--- config.mk ---
export PLATFORM = sky130hd
export DESIGN_NAME = aseu_front
export DESIGN_NICKNAME = d
export VERILOG_FILES = /design/src/hdl/aseu_pkg.sv /design/src/hdl/aseu_front.sv
export SDC_FILE = /design/constraint.sdc
export NUM_CORES = 1
export LEC_CHECK = 0
export BUFFER_PORTS_ARGS = -buffer_cell sky130_fd_sc_hd__clkbuf_2
export CAP_MARGIN = 20
export CORE_ASPECT_RATIO = 0.9
export CORE_MARGIN = 2
export CORE_UTILIZATION = 35
export CTS_CLUSTER_DIAMETER = 60
export DETAILED_ROUTE_END_ITERATION = 10
export PLACE_DENSITY_LB_ADDON = 0.15
export SYNTH_ARGS = -nofsm -noshare
export SYNTH_HDL_FRONTEND = slang
export SYNTH_SLANG_ARGS = --single-unit
--- constraint.sdc ---
create_clock -name clk -period 7 [get_ports clk]
set_input_delay 0.7 -clock clk [delete_from_list [all_inputs] [get_ports clk]]
set_output_delay 0.7 -clock clk [all_outputs]
set_load 0.01 [all_outputs]
--- src/hdl/aseu_pkg.sv ---
// ----------------------------------------------------------------------------
// aseu_pkg
// Shared types, constants and the barrel shifter of the execute unit.
// ----------------------------------------------------------------------------
package aseu_pkg;

  localparam int MEM_WORDS = 16384;
  localparam int MEM_AW    = $clog2(MEM_WORDS);
  localparam logic [32:0] MEM_BYTES = 33'(MEM_WORDS) << 2;

  typedef enum logic [1:0] {
    KIND_DP   = 2'd0,
    KIND_MUL  = 2'd1,
    KIND_XFER = 2'd2,
    KIND_BR   = 2'd3
  } kind_t;

  localparam logic [3:0] OP_AND = 4'd0;
  localparam logic [3:0] OP_EOR = 4'd1;
  localparam logic [3:0] OP_SUB = 4'd2;
  localparam logic [3:0] OP_RSB = 4'd3;
  localparam logic [3:0] OP_ADD = 4'd4;
  localparam logic [3:0] OP_TST = 4'd8;
  localparam logic [3:0] OP_TEQ = 4'd9;
  localparam logic [3:0] OP_CMP = 4'd10;
  localparam logic [3:0] OP_ORR = 4'd12;
  localparam logic [3:0] OP_MOV = 4'd13;

  localparam logic [1:0] SH_LSL = 2'd0;
  localparam logic [1:0] SH_LSR = 2'd1;
  localparam logic [1:0] SH_ASR = 2'd2;
  localparam logic [1:0] SH_ROR = 2'd3;

  typedef struct packed {
    kind_t       kind;
    logic [31:0] instr;
  } op_t;

  typedef struct packed {
    logic [31:0] pc;
    logic [3:0]  flags;
    logic        wr;
    logic [3:0]  di;
    logic [31:0] dv;
    logic        merr;
  } res_t;

  // Returns {carry_out, value}.
  function automatic logic [32:0] shift_op(input logic [31:0] v, input logic [7:0] amt,
                                           input logic [1:0] sh, input logic cin);
    logic [63:0] t;
    logic [32:0] r;
    logic        big;
    t   = '0;
    r   = {cin, v};
    big = (amt[7:5] != 3'b000);
    if (amt != 8'd0) begin
      case (sh)
        SH_LSL: begin
          t = {32'b0, v} << amt[4:0];
          if (!big) r = {t[32], t[31:0]};
          else r = {(amt == 8'd32) ? v[0] : 1'b0, 32'b0};
        end
        SH_LSR: begin
          t = {v, 32'b0} >> amt[4:0];
          if (!big) r = {t[31], t[63:32]};
          else r = {(amt == 8'd32) ? v[31] : 1'b0, 32'b0};
        end
        SH_ASR: begin
          t = 64'($signed({v, 32'b0}) >>> amt[4:0]);
          if (!big) r = {t[31], t[63:32]};
          else r = {v[31], {32{v[31]}}};
        end
        default: begin
          t = {v, v} >> amt[4:0];
          r = {t[31], t[31:0]};
        end
      endcase
    end
    return r;
  endfunction

endpackage

--- src/hdl/aseu_front.sv ---
// ----------------------------------------------------------------------------
// aseu_front
// Accepts instruction items, tags them by class and holds them in a
// two-entry queue for the execute back end.
// ----------------------------------------------------------------------------
module aseu_front (
  input  logic          clk,
  input  logic          rst,
  input  logic          push,
  input  logic [1:0]    kind,
  input  logic [31:0]   instruction,
  output logic          full,
  input  logic          clearing,
  output logic          hd_valid,
  output aseu_pkg::op_t hd,
  input  logic          hd_pop
);
  import aseu_pkg::*;

  op_t        entries [2];
  logic       wr_ptr;
  logic       rd_ptr;
  logic [1:0] cnt;
  logic       do_push;
  logic       do_pop;

  assign full     = clearing || (cnt == 2'd2);
  assign do_push  = push && !full;
  assign hd_valid = (cnt != 2'd0);
  assign do_pop   = hd_pop && hd_valid;
  assign hd       = entries[rd_ptr];

  always_ff @(posedge clk) begin
    if (rst) begin
      wr_ptr <= 1'b0;
      rd_ptr <= 1'b0;
      cnt    <= 2'd0;
    end else begin
      if (do_push) wr_ptr <= !wr_ptr;
      if (do_pop) rd_ptr <= !rd_ptr;
      cnt <= cnt + 2'(do_push) - 2'(do_pop);
    end
  end

  // classify by the given kind code
  always_ff @(posedge clk) begin
    if (do_push) begin
      entries[wr_ptr] <= '{kind: kind_t'(kind), instr: instruction};
    end
  end

endmodule

==> flow_summary.yaml <==
grt:
  overflow: 0
  grt_max_degree: 35
  antenna_found_initial: 0
  grt_pass1_wl_um: 7160
  grt_pass1_vias: 1482
  track_usage: 0.110
drt:
  wl_per_cell_um: 14.5
  vias: 1380
  initialDrtViolationCount: 36
  drt-pass1-iter-count: 3
  drcViolationCount: 0
  ant_nets: 0
  viasPerCell: 4.31
  wirelength_um: 4630
timing:
  hold_viol: 0
  rsz0062_at_grt: "false"
  setup_ws_ns: 4.52
  period_minus_slack_ns: 2.48
  clock_skew_ns: 0.00690
  max_freq_mhz: 404
  worst_pin_slew_ns: 1.01
  maxSlewHeadroom: 0.325
  tns_ns: 0
  drv_slew: 0
  setup_violations: 0
  fin_crit_sh: 0.354
power:
  power.density_nw_per_um2: 342
  power.leakage_nw: 1.42
  power.total_mw: 1.22
  vdd_drop_max_mv: 0.161
floorplan:
  initial_core_util: 0.359
  pin_count: 75
  core_um2: 7990
  fp.dieW_um: 99.4
  fp.dieH_um: 89.9
  die_area_um2: 8940
  core.rowCount: 31
worst_setup_path:
  r2r-start: "cnt[0]"
  rrSetupSlack_ns: 5.16
  critPathMaxStageDelay_ns: 0.69
  end_kind: "output port"
  start_kind: "flop"
  path_cells: "buf_12 > mux2_2 > clkbuf_2"
  r2r_cells: 3
  crit_type: "reg2out"
  cp_max_fo: 19
  slowest_stage: "dfxtp_2"
  r2r-end: "entries[1][24]"
  arrival_ns: 1.78
  cp.required_ns: 6.30
synth:
  syn_area_um2: 2870
  ys_types: 19
  synth.avg_cell_area_um2: 21.6
  synthCells: 133
  syn-num-nets: 174
  ys_seq_elements: 73
  ys_seq_area_frac: 0.747
  ys_warn_count: 0
layout:
  drive_gt1_frac: 0.597
  num_antenna_cells: 0
  num-fill-cells: 716
  regArea_um2: 2140
  nets: 257
  fin_util: 0.446
  multi_input_area_um2: 663
  layout-area-overhead-vs-synth_pct: 24.3
  finalNonFillerCells: 320
min_path:
  min_path_type: "reg2reg"
  hp-start: "rd_ptr"
  hold_depth: 2
clocking:
  post_cts.repair.setup_buffers: 0
  insertion_delay_ns: 0.35
  cts_resized: 0
  htree_levels: 3
  clock_path_buffers: 2
  cts.reportedPaths.clkPinSlew_ns: 0.07
  cts_tree: "yes"
  cts.sinks: 73
  hold_buffers: 0
  cts-root-buf: "clkbuf_8"
  cts_inserted_buffers: 9
place:
  place_ws_ns: 4.72
  portBuffers: 74
  place_inst: 303
  gp_congestion: 0.660
status:
  status: "finished clean"
run:
  drv_cap: 0
## state kept, by name, summed over array words and instances (netlist names), named ones only
register  cells
cnt           2
rd_ptr        1
entries      68
wr_ptr        1
## metrics by stage
step                cell area (µm²)  hold slack [ns]
floorplan                      2870            0.480
global placement               3310            0.495
detailed placement             3330            0.499
CTS                            3540            0.515
global route                   3570            0.523
finish                         3570            0.509
## kinds of logic after synthesis
family                   Yosys count  synth area share
AND/OR/NAND/NOR                   14            0.0301
adder cells (fa/ha/maj)            2           0.00872
XOR/XNOR                           2           0.00611
flip-flops                        73             0.747
multiplexers                      35             0.178
buffers and inverters              6            0.0275
AO/OA/AOI/OAI                      1           0.00305
## metal layers
layer  track usage  up-vias  wire length, µm
li1              -      674                -
met1         0.119      645             1810
met2         0.177       53             2330
met3        0.0568        8              428
met4        0.0548        0               63
met5             0        -                0
## final cells by class
class,instances,area share
clock buffers,10,0.0358
clock inverters,6,0.0232
inverters,2,0.00211
multi-input cells,54,0.186
flip-flops and latches,73,0.601
well taps,99,0.0347
repair buffers,76,0.117
## synthesized netlist by cell type (all sizes together)
master,count,area share
inv,2,0.0026
ha,2,0.0087
edfxtp,68,0.71
or2,1,0.0022
xor2,1,0.0031
nand3b,1,0.0070
dfxtp,5,0.035
nor3,1,0.0017
xnor2,1,0.0031
and2,1,0.0022
nor2b,1,0.0022
buf,4,0.025
nand2b,1,0.0031
o21a,1,0.0031
nor2,7,0.0092
or2b,1,0.0026
mux2,35,0.18
## worst max-delay path: cells and delay by family, from the launching register on
| family | cells | cell delay (ns) |
|---|---|---|
| muxes | 1 | 0.35 |
| DFF | 1 | 0.69 |
| buffers and inverters | 2 | 0.40 |
## report_power, final
part | switching [mW] | internal (mW) | total (mW)
clock | 0.147 | 0.199 | 0.346
combinational | 0.136 | 0.180 | 0.315
sequential | 0.0339 | 0.523 | 0.557
total | 0.317 | 0.901 | 1.22
## worst max-delay path by stage
stage / start / to / cells after the start
2_1_floorplan: clearing / entries[0][0] / 2
3_3_place_gp: flop / hd[1] / 2
3_5_place_dp: clearing / entries[0][26] / 3
4_1_cts: flop / hd[0] / 3
5_1_grt: flop / hd[0] / 3
6_report: flop / hd[0] / 3
## layout by cell type (no fill, tap or decap), types with 2 or more instances in the layout
master      n
bufinv_16   2
clkbuf_2   74
clkbuf_8    9
clkinv_2    2
dfxtp_1     4
edfxtp_1   68
ha_1        2
inv_1       2
mux2_2      4
mux2_4     31
nor2_1      5
nor2_4      2
Power figures use the tool's default switching activity.
