==> src/hdl/aseu_pkg.sv <==
// ----------------------------------------------------------------------------
// aseu_pkg
// Shared types, constants and the barrel shifter of the execute unit.
// ----------------------------------------------------------------------------
package aseu_pkg;

  localparam int MEM_WORDS = 16384;
  localparam int MEM_AW    = $clog2(MEM_WORDS);
  localparam logic [32:0] MEM_BYTES = 33'(MEM_WORDS) << 2;

  typedef enum logic [1:0] {
    KIND_DP   = 2'd0,
    KIND_MUL  = 2'd1,
    KIND_XFER = 2'd2,
    KIND_BR   = 2'd3
  } kind_t;

  localparam logic [3:0] OP_AND = 4'd0;
  localparam logic [3:0] OP_EOR = 4'd1;
  localparam logic [3:0] OP_SUB = 4'd2;
  localparam logic [3:0] OP_RSB = 4'd3;
  localparam logic [3:0] OP_ADD = 4'd4;
  localparam logic [3:0] OP_TST = 4'd8;
  localparam logic [3:0] OP_TEQ = 4'd9;
  localparam logic [3:0] OP_CMP = 4'd10;
  localparam logic [3:0] OP_ORR = 4'd12;
  localparam logic [3:0] OP_MOV = 4'd13;

  localparam logic [1:0] SH_LSL = 2'd0;
  localparam logic [1:0] SH_LSR = 2'd1;
  localparam logic [1:0] SH_ASR = 2'd2;
  localparam logic [1:0] SH_ROR = 2'd3;

  typedef struct packed {
    kind_t       kind;
    logic [31:0] instr;
  } op_t;

  typedef struct packed {
    logic [31:0] pc;
    logic [3:0]  flags;
    logic        wr;
    logic [3:0]  di;
    logic [31:0] dv;
    logic        merr;
  } res_t;

  // Returns {carry_out, value}.
  function automatic logic [32:0] shift_op(input logic [31:0] v, input logic [7:0] amt,
                                           input logic [1:0] sh, input logic cin);
    logic [63:0] t;
    logic [32:0] r;
    logic        big;
    t   = '0;
    r   = {cin, v};
    big = (amt[7:5] != 3'b000);
    if (amt != 8'd0) begin
      case (sh)
        SH_LSL: begin
          t = {32'b0, v} << amt[4:0];
          if (!big) r = {t[32], t[31:0]};
          else r = {(amt == 8'd32) ? v[0] : 1'b0, 32'b0};
        end
        SH_LSR: begin
          t = {v, 32'b0} >> amt[4:0];
          if (!big) r = {t[31], t[63:32]};
          else r = {(amt == 8'd32) ? v[31] : 1'b0, 32'b0};
        end
        SH_ASR: begin
          t = 64'($signed({v, 32'b0}) >>> amt[4:0]);
          if (!big) r = {t[31], t[63:32]};
          else r = {v[31], {32{v[31]}}};
        end
        default: begin
          t = {v, v} >> amt[4:0];
          r = {t[31], t[31:0]};
        end
      endcase
    end
    return r;
  endfunction

endpackage

==> src/hdl/aseu_outq.sv <==
// ----------------------------------------------------------------------------
// aseu_outq
// Two-entry result queue between the back end and the result port.
// ----------------------------------------------------------------------------
module aseu_outq (
  input  logic           clk,
  input  logic           rst,
  input  logic           emit,
  input  aseu_pkg::res_t res,
  output logic           room,
  output logic           empty,
  input  logic           pop,
  output aseu_pkg::res_t head
);
  import aseu_pkg::*;

  res_t       entries [2];
  logic       wr_ptr;
  logic       rd_ptr;
  logic [1:0] cnt;
  logic       do_pop;

  assign room   = (cnt != 2'd2);
  assign empty  = (cnt == 2'd0);
  assign do_pop = pop && !empty;
  assign head   = entries[rd_ptr];

  always_ff @(posedge clk) begin
    if (rst) begin
      wr_ptr <= 1'b0;
      rd_ptr <= 1'b0;
      cnt    <= 2'd0;
    end else begin
      if (emit) wr_ptr <= !wr_ptr;
      if (do_pop) rd_ptr <= !rd_ptr;
      cnt <= cnt + 2'(emit) - 2'(do_pop);
    end
  end

  always_ff @(posedge clk) begin
    if (emit) entries[wr_ptr] <= res;
  end

endmodule

==> config.mk <==
export PLATFORM = sky130hd
export DESIGN_NAME = aseu_outq
export DESIGN_NICKNAME = d
export VERILOG_FILES = /design/src/hdl/aseu_pkg.sv /design/src/hdl/aseu_outq.sv
export SDC_FILE = /design/constraint.sdc
export NUM_CORES = 1
export LEC_CHECK = 0
export ABC_AREA = 1
export BUFFER_PORTS_ARGS = -buffer_cell sky130_fd_sc_hd__buf_2
export CAP_MARGIN = 20
export CORE_MARGIN = 1
export CORE_UTILIZATION = 30
export DETAILED_ROUTE_END_ITERATION = 8
export SLEW_MARGIN = 20
export SYNTH_ARGS = -nofsm -noshare
export SYNTH_HDL_FRONTEND = slang
export SYNTH_SLANG_ARGS = --single-unit
==> constraint.sdc <==
create_clock -name clk -period 9.5 [get_ports clk]
set_input_delay 1.425 -clock clk [delete_from_list [all_inputs] [get_ports clk]]
set_output_delay 1.425 -clock clk [all_outputs]
set_load 0.02 [all_outputs]
==> results.py, run 1 <==
metrics = {
    "run_status": {
        "status": "finished, final reports clean",
    },
    "cts": {
        "cts_max_path_buffers": 2,
        "clk_pin_slew_worst_paths_ps": 60,
        "ctsResizeCount": 0,
        "cts_sinks": 153,
        "postCtsSetupBuffers": 0,
        "htree_levels": 4,
        "cts_root_buf": "clkbuf_16",
        "clock_latency_ps": 410,
        "hold_buffers": 0,
        "numCtsBuffers": 17,
        "cts_tree": "done",
    },
    "detailed_routing": {
        "drt_iter0_markers": 106,
        "wl_per_cell_um": 15.1,
        "wl_um": 10600,
        "num_vias": 2890,
        "dr.pass1.iters": 4,
        "via_per_inst": 4.11,
        "postRouteAntennaNets": 0,
        "drc": 0,
    },
    "synth": {
        "synth.avg_cell_area_um2": 21.9,
        "synth_top_family_by_area": "multiplexers",
        "synth-compound-area-share": 0.000859,
        "yosys.area_share.adder": 0.00430,
        "synth.largest_area_cell": "edfxtp_1",
        "synth-simple-area-share": 0.0129,
        "synthMuxAreaShare": 0.182,
        "synth_area_um2": 5830,
        "synth_top_area_frac": 0.763,
        "yosysWarnings": 0,
        "synth_area_leaders": "edfxtp_1, mux2_4, mux2_2, dfxtp_1, buf_6",
        "ys_seq_area_frac": 0.780,
        "synth_cells": 266,
        "synth_xor_area_frac": 0,
        "ys_types": 13,
        "syn-num-nets": 346,
        "yosys_register_bits": 153,
    },
    "final_layout": {
        "diodes": 0,
        "final_area_um2": 7410,
        "nets": 513,
        "drive_above_1_share": 0.578,
        "final_util": 0.392,
        "stdcell_count": 703,
        "areaGrowthSynthToFinish_pct": 27.1,
    },
    "sta": {
        "finalCriticalPeriod_ps": 3870,
        "slew_violations": 0,
        "rsz0062_at_grt": "no",
        "slew_headroom": 0.453,
        "hold_violations": 0,
        "max_clock_freq_ghz": 0.258,
        "fin_worst_skew_ps": 9.62,
        "period_share": 0.408,
        "setup_viol": 0,
        "holdWs_ps": 506,
        "worstMarginPinSlew_ps": 821,
        "setup-tns-final_ps": 0,
        "finalWorstSetupSlack_ps": 5630,
    },
    "floorplan": {
        "ios": 154,
        "core-area_um2": 18900,
        "die_w_um": 141,
        "start_util": 0.308,
        "fp-row-count": 50,
        "dieArea_um2": 20000,
        "die_height_um": 141,
    },
    "place": {
        "dpl_cell_area_um2": 6870,
        "place_ws_ps": 5990,
        "numPortBuffers": 153,
        "gp_congestion": 0.639,
        "post-dp-hpwl_um": 6980,
        "place_inst": 674,
    },
    "global_route": {
        "grt_antenna_before_repair": 1,
        "grt_max_degree": 59,
        "met2_usage": 0.190,
        "grtUsageTotal": 0.110,
        "grt_pass1_vias": 3119,
        "gr-usage-met3": 0.0537,
        "busiest_layer": "met2",
        "grt_pass1_wl_um": 16000,
        "met1_usage": 0.117,
        "gr-total-overflow": 0,
    },
    "pwr": {
        "leakage_nw": 2.89,
        "total_power_mw": 1.82,
        "ir_drop_uv": 117,
        "power.density_nw_per_um2": 246,
    },
    "worst_setup_path": {
        "path_max_fanout": 46,
        "crit_chain": "buf_4, mux2_2, buf_2",
        "slowest_delay_ps": 750,
        "path_depth": 3,
        "r2r_cells": 2,
        "crit_family": "buffers and inverters",
        "setup.worst_path.class": "reg2out",
        "cp.arrival_ps": 2450,
        "worstSetupStartpointType": "register",
        "cp.buffers_inverters": 2,
        "slowest_stage": "buf_4",
        "worstPathRequired_ps": 8080,
        "worstSetupEndpointType": "output port",
    },
    "hold_path": {
        "hold_path_class": "reg2reg",
        "hold_depth": 2,
    },
    "run": {
        "maxCapViolCount": 0,
    },
}
-- Yosys cell counts --
| cell type | count |
|---|---|
| buf_2 | 1 |
| edfxtp_1 | 148 |
| nand2_1 | 7 |
| buf_6 | 7 |
| nand3_1 | 2 |
| inv_1 | 9 |
| nor2_1 | 9 |
| dfxtp_1 | 5 |
| mux2_2 | 14 |
| nor3_1 | 1 |
| a21oi_1 | 1 |
| mux2_4 | 60 |
| ha_1 | 2 |
-- flip-flops by register name (all words and copies together), names as in the netlist, named ones only --
register,cells
cnt,2
wr_ptr,1
entries,148
rd_ptr,1
-- layer usage --
metal | part of all wire | vias up
met2 | 0.51 | 98
li1 | - | 1369
met4 | 0.0077 | 2
met1 | 0.41 | 1412
met5 | 0.0012 | -
met3 | 0.072 | 9
-- final timing paths --
kind / from / endpoint / slack [ps]
worst max-delay path: register / head[12] / 5630
worst min-delay path: rd_ptr$_SDFFE_PP0P_ / rd_ptr$_SDFFE_PP0P_ / 510
worst max register to register: wr_ptr$_SDFFE_PP0P_ / entries[0][28]$_DFFE_PP_ / 7560
worst min register to register: rd_ptr$_SDFFE_PP0P_ / rd_ptr$_SDFFE_PP0P_ / 510
-- report_power, final --
group	leakage, nW	switching [mW]	internal [mW]
Clock	0.263	0.244	0.380
Sequential	1.43	0.0299	0.787
Combinational	1.20	0.206	0.178
-- cell families after synthesis --
logic type / after synthesis
flops: 153
mux: 74
simple gates: 19
buf+inv: 17
fa+ha+maj: 2
compound gates: 1
-- tightest hold or removal path, delay by kind of cell (launching register included) --
kind / cells / cell delay (ps)
flip-flops: 1 / 330
AND/OR/NAND/NOR: 2 / 150
-- area by class of cell --
type	instances	area (um2)
well taps	260	325
clock buffers	20	437
clock inverters	9	103
fillers	1767	11500
repair buffers	156	788
inverters	9	35.0
multi-input cells	96	1170
flip-flops and latches	153	4550
-- cells in the final DEF (no fill, tap or decap) --
cell,n
buf_2,153
edfxtp_1,148
mux2_4,60
clkbuf_16,17
mux2_2,14
inv_1,8
nor2_1,8
nand2_1,7
dfxtp_1,4
clkbuf_1,3
clkinv_1,3
buf_4,3
clkinv_2,2
nand3_1,2
ha_1,2
clkinv_4,2
bufinv_16,2
nor2_4,1
nor3_1,1
a21oi_1,1
dfxtp_4,1
inv_6,1
Power figures use the tool's default switching activity.
==> run 2, diff against run 1 <==
- ABC_AREA: 1 -> 0
- clock period: 9.5 -> 3.15 ns (I/O delays scaled with it)
==> results.py, run 2 <==
metrics = {
    "detailed_routing": {
        "wl_um": 10100,
        "drc": 0,
        "num_vias": 2851,
        "wl_met1_um": 4470,
        "dr_wl_met2_um": 4850,
        "drt_iter0_markers": 129,
        "wl_met3_um": 600,
        "wl_per_cell_um": 14.6,
        "postRouteAntennaNets": 0,
        "via_per_inst": 4.11,
        "top_layer_used": "met4",
        "dr.pass1.iters": 4,
    },
    "synth": {
        "synth_top_area_frac": 0.763,
        "synth_edf_count": 148,
        "synth_flop_cell": "edfxtp_1",
        "synth.avg_cell_area_um2": 23.0,
        "synth_area_leaders": "edfxtp_1, mux2_4, mux2_2, dfxtp_1, buf_6",
        "synth_area_um2": 5820,
        "async_reset_ff_frac": 0,
        "synth.largest_area_cell": "edfxtp_1",
        "ys_seq_area_frac": 0.780,
        "synth_cells": 253,
        "yosysMostFrequentCell": "edfxtp_1",
        "synthTopCellsByCount": "edfxtp_1, mux2_4, mux2_2, buf_6, dfxtp_1",
        "ys_types": 15,
        "yosysWarnings": 0,
        "syn-num-nets": 333,
        "yosys_register_bits": 153,
    },
    "pwr": {
        "leakage_nw": 2.90,
        "power.density_nw_per_um2": 767,
        "ir_drop_uv": 374,
    },
    "sta": {
        "setup_viol": 0,
        "slew_violations": 0,
        "worstMarginPinSlew_ps": 613,
        "setup-tns-final_ps": 0,
        "finalCriticalPeriod_ps": 2340,
        "fin_worst_skew_ps": 4.09,
        "rsz0062_at_grt": "no",
        "max_clock_freq_ghz": 0.428,
        "slew_headroom": 0.591,
        "period_share": 0.743,
        "hold_violations": 0,
    },
    "worst_setup_path": {
        "worstSetupEndpointType": "output port",
        "cp.arrival_ps": 1870,
        "worstSetupStartpointType": "register",
        "crit_chain": "buf_4, mux2_2, buf_2",
        "slowest_delay_ps": 440,
        "cp.buffers_inverters": 2,
        "setup.worst_path.class": "reg2out",
        "slowest_stage": "dfxtp_4",
        "crit_family": "buffers and inverters",
        "rrSetupSlack_ps": 1540,
        "reg2reg_from": "wr_ptr$_SDFFE_PP0P_",
        "path_max_fanout": 26,
        "worstPathRequired_ps": 2680,
    },
    "run_status": {
        "status": "finished, final reports clean",
    },
    "cts": {
        "cts_sinks": 153,
        "ctsResizeCount": 0,
        "cts_tree": "done",
        "cts_max_path_buffers": 2,
        "clock_latency_ps": 410,
        "numCtsBuffers": 17,
        "clk_pin_slew_worst_paths_ps": 60,
        "htree_levels": 4,
        "cts_root_buf": "clkbuf_16",
        "hold_buffers": 0,
        "postCtsSetupBuffers": 0,
    },
    "floorplan": {
        "die_height_um": 141,
        "start_util": 0.308,
        "ios": 154,
        "dieArea_um2": 20000,
        "core-area_um2": 18900,
        "die_w_um": 141,
        "fp-row-count": 50,
    },
    "final_layout": {
        "diodes": 0,
        "fillCellCount": 1763,
        "nets": 501,
        "areaGrowthSynthToFinish_pct": 28.7,
        "drive_above_1_share": 0.610,
        "largest_reg_flops": 148,
        "stdcell_count": 693,
        "final_common_cell": "buf_2",
        "layout_common_cells": "buf_2, edfxtp_1, mux2_4, clkbuf_16, mux2_2",
        "final_area_um2": 7500,
        "reg_top3": "entries (148), cnt (2)",
        "max_flop_register": "entries",
    },
    "place": {
        "post-dp-hpwl_um": 6490,
        "dpl_cell_area_um2": 6910,
        "gp_congestion": 0.647,
        "place_inst": 662,
        "numPortBuffers": 153,
    },
    "hold_path": {
        "hp-start": "res[8]",
        "hold_path_class": "in2reg",
    },
    "global_route": {
        "grt_max_degree": 71,
        "grt_pass1_wl_um": 15000,
        "gr-total-overflow": 0,
        "grt_pass1_vias": 2911,
        "grtUsageTotal": 0.103,
        "grt_antenna_before_repair": 0,
    },
    "run": {
        "maxCapViolCount": 0,
    },
}
-- run 2: cell types whose count changed after synthesis, sizes merged, moves of 2 or more --
cell   delta
nand3     -2
nand2     -6
inv       -7
nor2b     +3
nor2      -5
mux2      +2
-- run 2: cell type report --
| type | instances | area (um2) | area share |
|---|---|---|---|
| inverter | 2 | 7.51 | 0.00100 |
| tap | 260 | 325 | 0.0434 |
| clock inverter | 11 | 148 | 0.0197 |
| multi-input combinational | 90 | 1200 | 0.160 |
| timing repair buffer | 157 | 833 | 0.111 |
| sequential | 153 | 4550 | 0.607 |
| clock buffer | 20 | 437 | 0.0582 |
-- run 2: cells by family (layout without fill, tap and decap cells) --
family	count (synthesis)	after routing	synth area share
AO/OA/AOI/OAI	1	1	0.00129
XOR/XNOR	2	2	0.00537
adder cells (fa/ha/maj)	2	2	0.00430
buffers and inverters	10	190	0.0157
flip-flops	153	153	0.780
multiplexers	76	76	0.186
AND/OR/NAND/NOR	9	9	0.00752
-- run 2: power breakdown --
part	switching (mW)	internal [mW]	total, mW
combinational	0.674	0.602	1.28
sequential	0.0581	2.39	2.45
clock	0.777	1.24	2.02
-- run 2: worst paths after layout --
check,to,depth (start not counted)
max,head[73],3
min,entries[0][8]$_DFFE_PP_,1
max reg2reg,entries[1][0]$_DFFE_PP_,2
min reg2reg,wr_ptr$_SDFFE_PP0P_,2
-- run 2: metal layers --
layer,vias to the layer above,track usage
met5,-,0
met4,0,0.0624
met3,13,0.0354
met2,104,0.163
met1,1399,0.121
li1,1335,-
-- run 2: stage by stage --
stage	setup slack, ps	hold slack (ps)	power (mW)	utilization
after floorplan	306	515	3.45	-
after global routing	729	219	5.98	0.397
after detailed placement	1230	581	3.79	0.366
final	811	246	5.75	0.397
after CTS	764	221	5.84	0.397
after global placement	1240	568	3.77	0.366
==> run 3, diff against run 2 <==
- clock period: 3.15 -> 2.35 ns (I/O delays scaled with it)
==> results.py, run 3 (synthesis gave the netlist of run 2 again) <==
metrics = {
    "global_route": {
        "grt_antenna_before_repair": 0,
        "grt_max_degree": 75,
        "gr-total-overflow": 0,
        "grt_pass1_wl_um": 15900,
        "grtUsageTotal": 0.109,
        "grt_pass1_vias": 3082,
    },
    "floorplan": {
        "ios": 154,
        "core-area_um2": 18900,
        "die_height_um": 141,
        "die_w_um": 141,
        "dieArea_um2": 20000,
        "fp-row-count": 50,
        "start_util": 0.308,
    },
    "detailed_routing": {
        "postRouteAntennaNets": 0,
        "wl_um": 10400,
        "dr.pass1.iters": 4,
        "drt_iter0_markers": 114,
        "num_vias": 2823,
        "wl_per_cell_um": 15.0,
        "via_per_inst": 4.07,
        "drc": 0,
    },
    "worst_setup_path": {
        "path_max_fanout": 74,
        "setup.worst_path.class": "reg2out",
        "cp.arrival_ps": 1790,
        "rrSetupSlack_ps": 880,
        "worstSetupStartpointType": "register",
        "worstSetupEndpointType": "output port",
        "worstPathRequired_ps": 2000,
    },
    "sta": {
        "finalWorstSetupSlack_ps": 206,
        "max_clock_freq_ghz": 0.466,
        "worstMarginPinSlew_ps": 615,
        "setup_viol": 0,
        "slew_headroom": 0.590,
        "hold_violations": 0,
        "rsz0062_at_grt": "no",
        "setup-tns-final_ps": 0,
        "fin_worst_skew_ps": 5.06,
        "slew_violations": 0,
        "period_share": 0.912,
        "finalCriticalPeriod_ps": 2140,
    },
    "cts": {
        "htree_levels": 4,
        "cts_sinks": 153,
        "clock_latency_ps": 410,
        "cts_max_path_buffers": 2,
        "ctsResizeCount": 0,
        "cts_tree": "done",
        "postCtsSetupBuffers": 0,
        "clk_pin_slew_worst_paths_ps": 60,
        "hold_buffers": 0,
        "cts_root_buf": "clkbuf_16",
        "numCtsBuffers": 17,
    },
    "final_layout": {
        "reg_top3": "entries (148), cnt (2)",
        "diodes": 0,
        "layout_common_cells": "buf_2, edfxtp_1, mux2_4, clkbuf_16, mux2_2",
        "fillCellCount": 1769,
        "drive_above_1_share": 0.604,
        "nets": 502,
        "multi_input_area_um2": 1200,
        "max_flop_register": "entries",
        "final_util": 0.394,
        "final_common_cell": "buf_2",
        "largest_reg_flops": 148,
        "regArea_um2": 4550,
        "stdcell_count": 694,
        "areaGrowthSynthToFinish_pct": 27.9,
    },
    "place": {
        "post-dp-hpwl_um": 6660,
        "place_inst": 663,
        "place_ws_ps": 616,
        "numPortBuffers": 153,
        "gp_congestion": 0.680,
    },
    "pwr": {
        "ir_drop_uv": 563,
        "power.density_nw_per_um2": 1010,
        "leakage_nw": 2.88,
        "total_power_mw": 7.53,
    },
    "hold_path": {
        "hold_path_class": "in2reg",
    },
    "run_status": {
        "status": "finished, final reports clean",
    },
    "run": {
        "maxCapViolCount": 0,
    },
}
run 3: power by group:
part	internal (mW)	total, mW	switching [mW]
clock	1.54	2.54	1.00
combinational	0.805	1.73	0.925
sequential	3.20	3.26	0.0572
run 3: cell type report:
cell class / instances / share of cell area
clock inverters: 11 / 0.0143
well taps: 260 / 0.0437
repair buffers: 158 / 0.111
clock buffers: 20 / 0.0586
multi-input cells: 90 / 0.161
flip-flops and latches: 153 / 0.610
inverters: 2 / 0.00101
run 3: final timing paths:
check,endpoint,cells past startpoint,from
worst max-delay path,head[22],3,register
worst min-delay path,entries[1][0]$_DFFE_PP_,1,res[0]
worst max register to register,entries[1][56]$_DFFE_PP_,2,wr_ptr$_SDFFE_PP0P_
worst min register to register,rd_ptr$_SDFFE_PP0P_,2,rd_ptr$_SDFFE_PP0P_
run 3: per-stage QoR:
stage | cell area, um2 | hold slack, ps
floorplan | 5830 | 424
detailed placement | 6910 | 544
global placement | 6910 | 541
CTS | 7450 | 97.9
finish | 7450 | 126
global route | 7450 | 98.8
run 3: worst max-delay path: stages, from the launching register on:
cell,delay [ps]
dfxtp_4,350
buf_12,370
mux2_4,340
buf_2,170
run 3: layer usage:
metal,global-route usage,share of wire,vias to the layer above,wire [um]
li1,-,-,1333,-
met1,0.124,0.43,1374,4460
met2,0.181,0.49,107,5060
met3,0.0418,0.071,9,739
met4,0.0532,0.013,0,136
met5,0,0,-,0
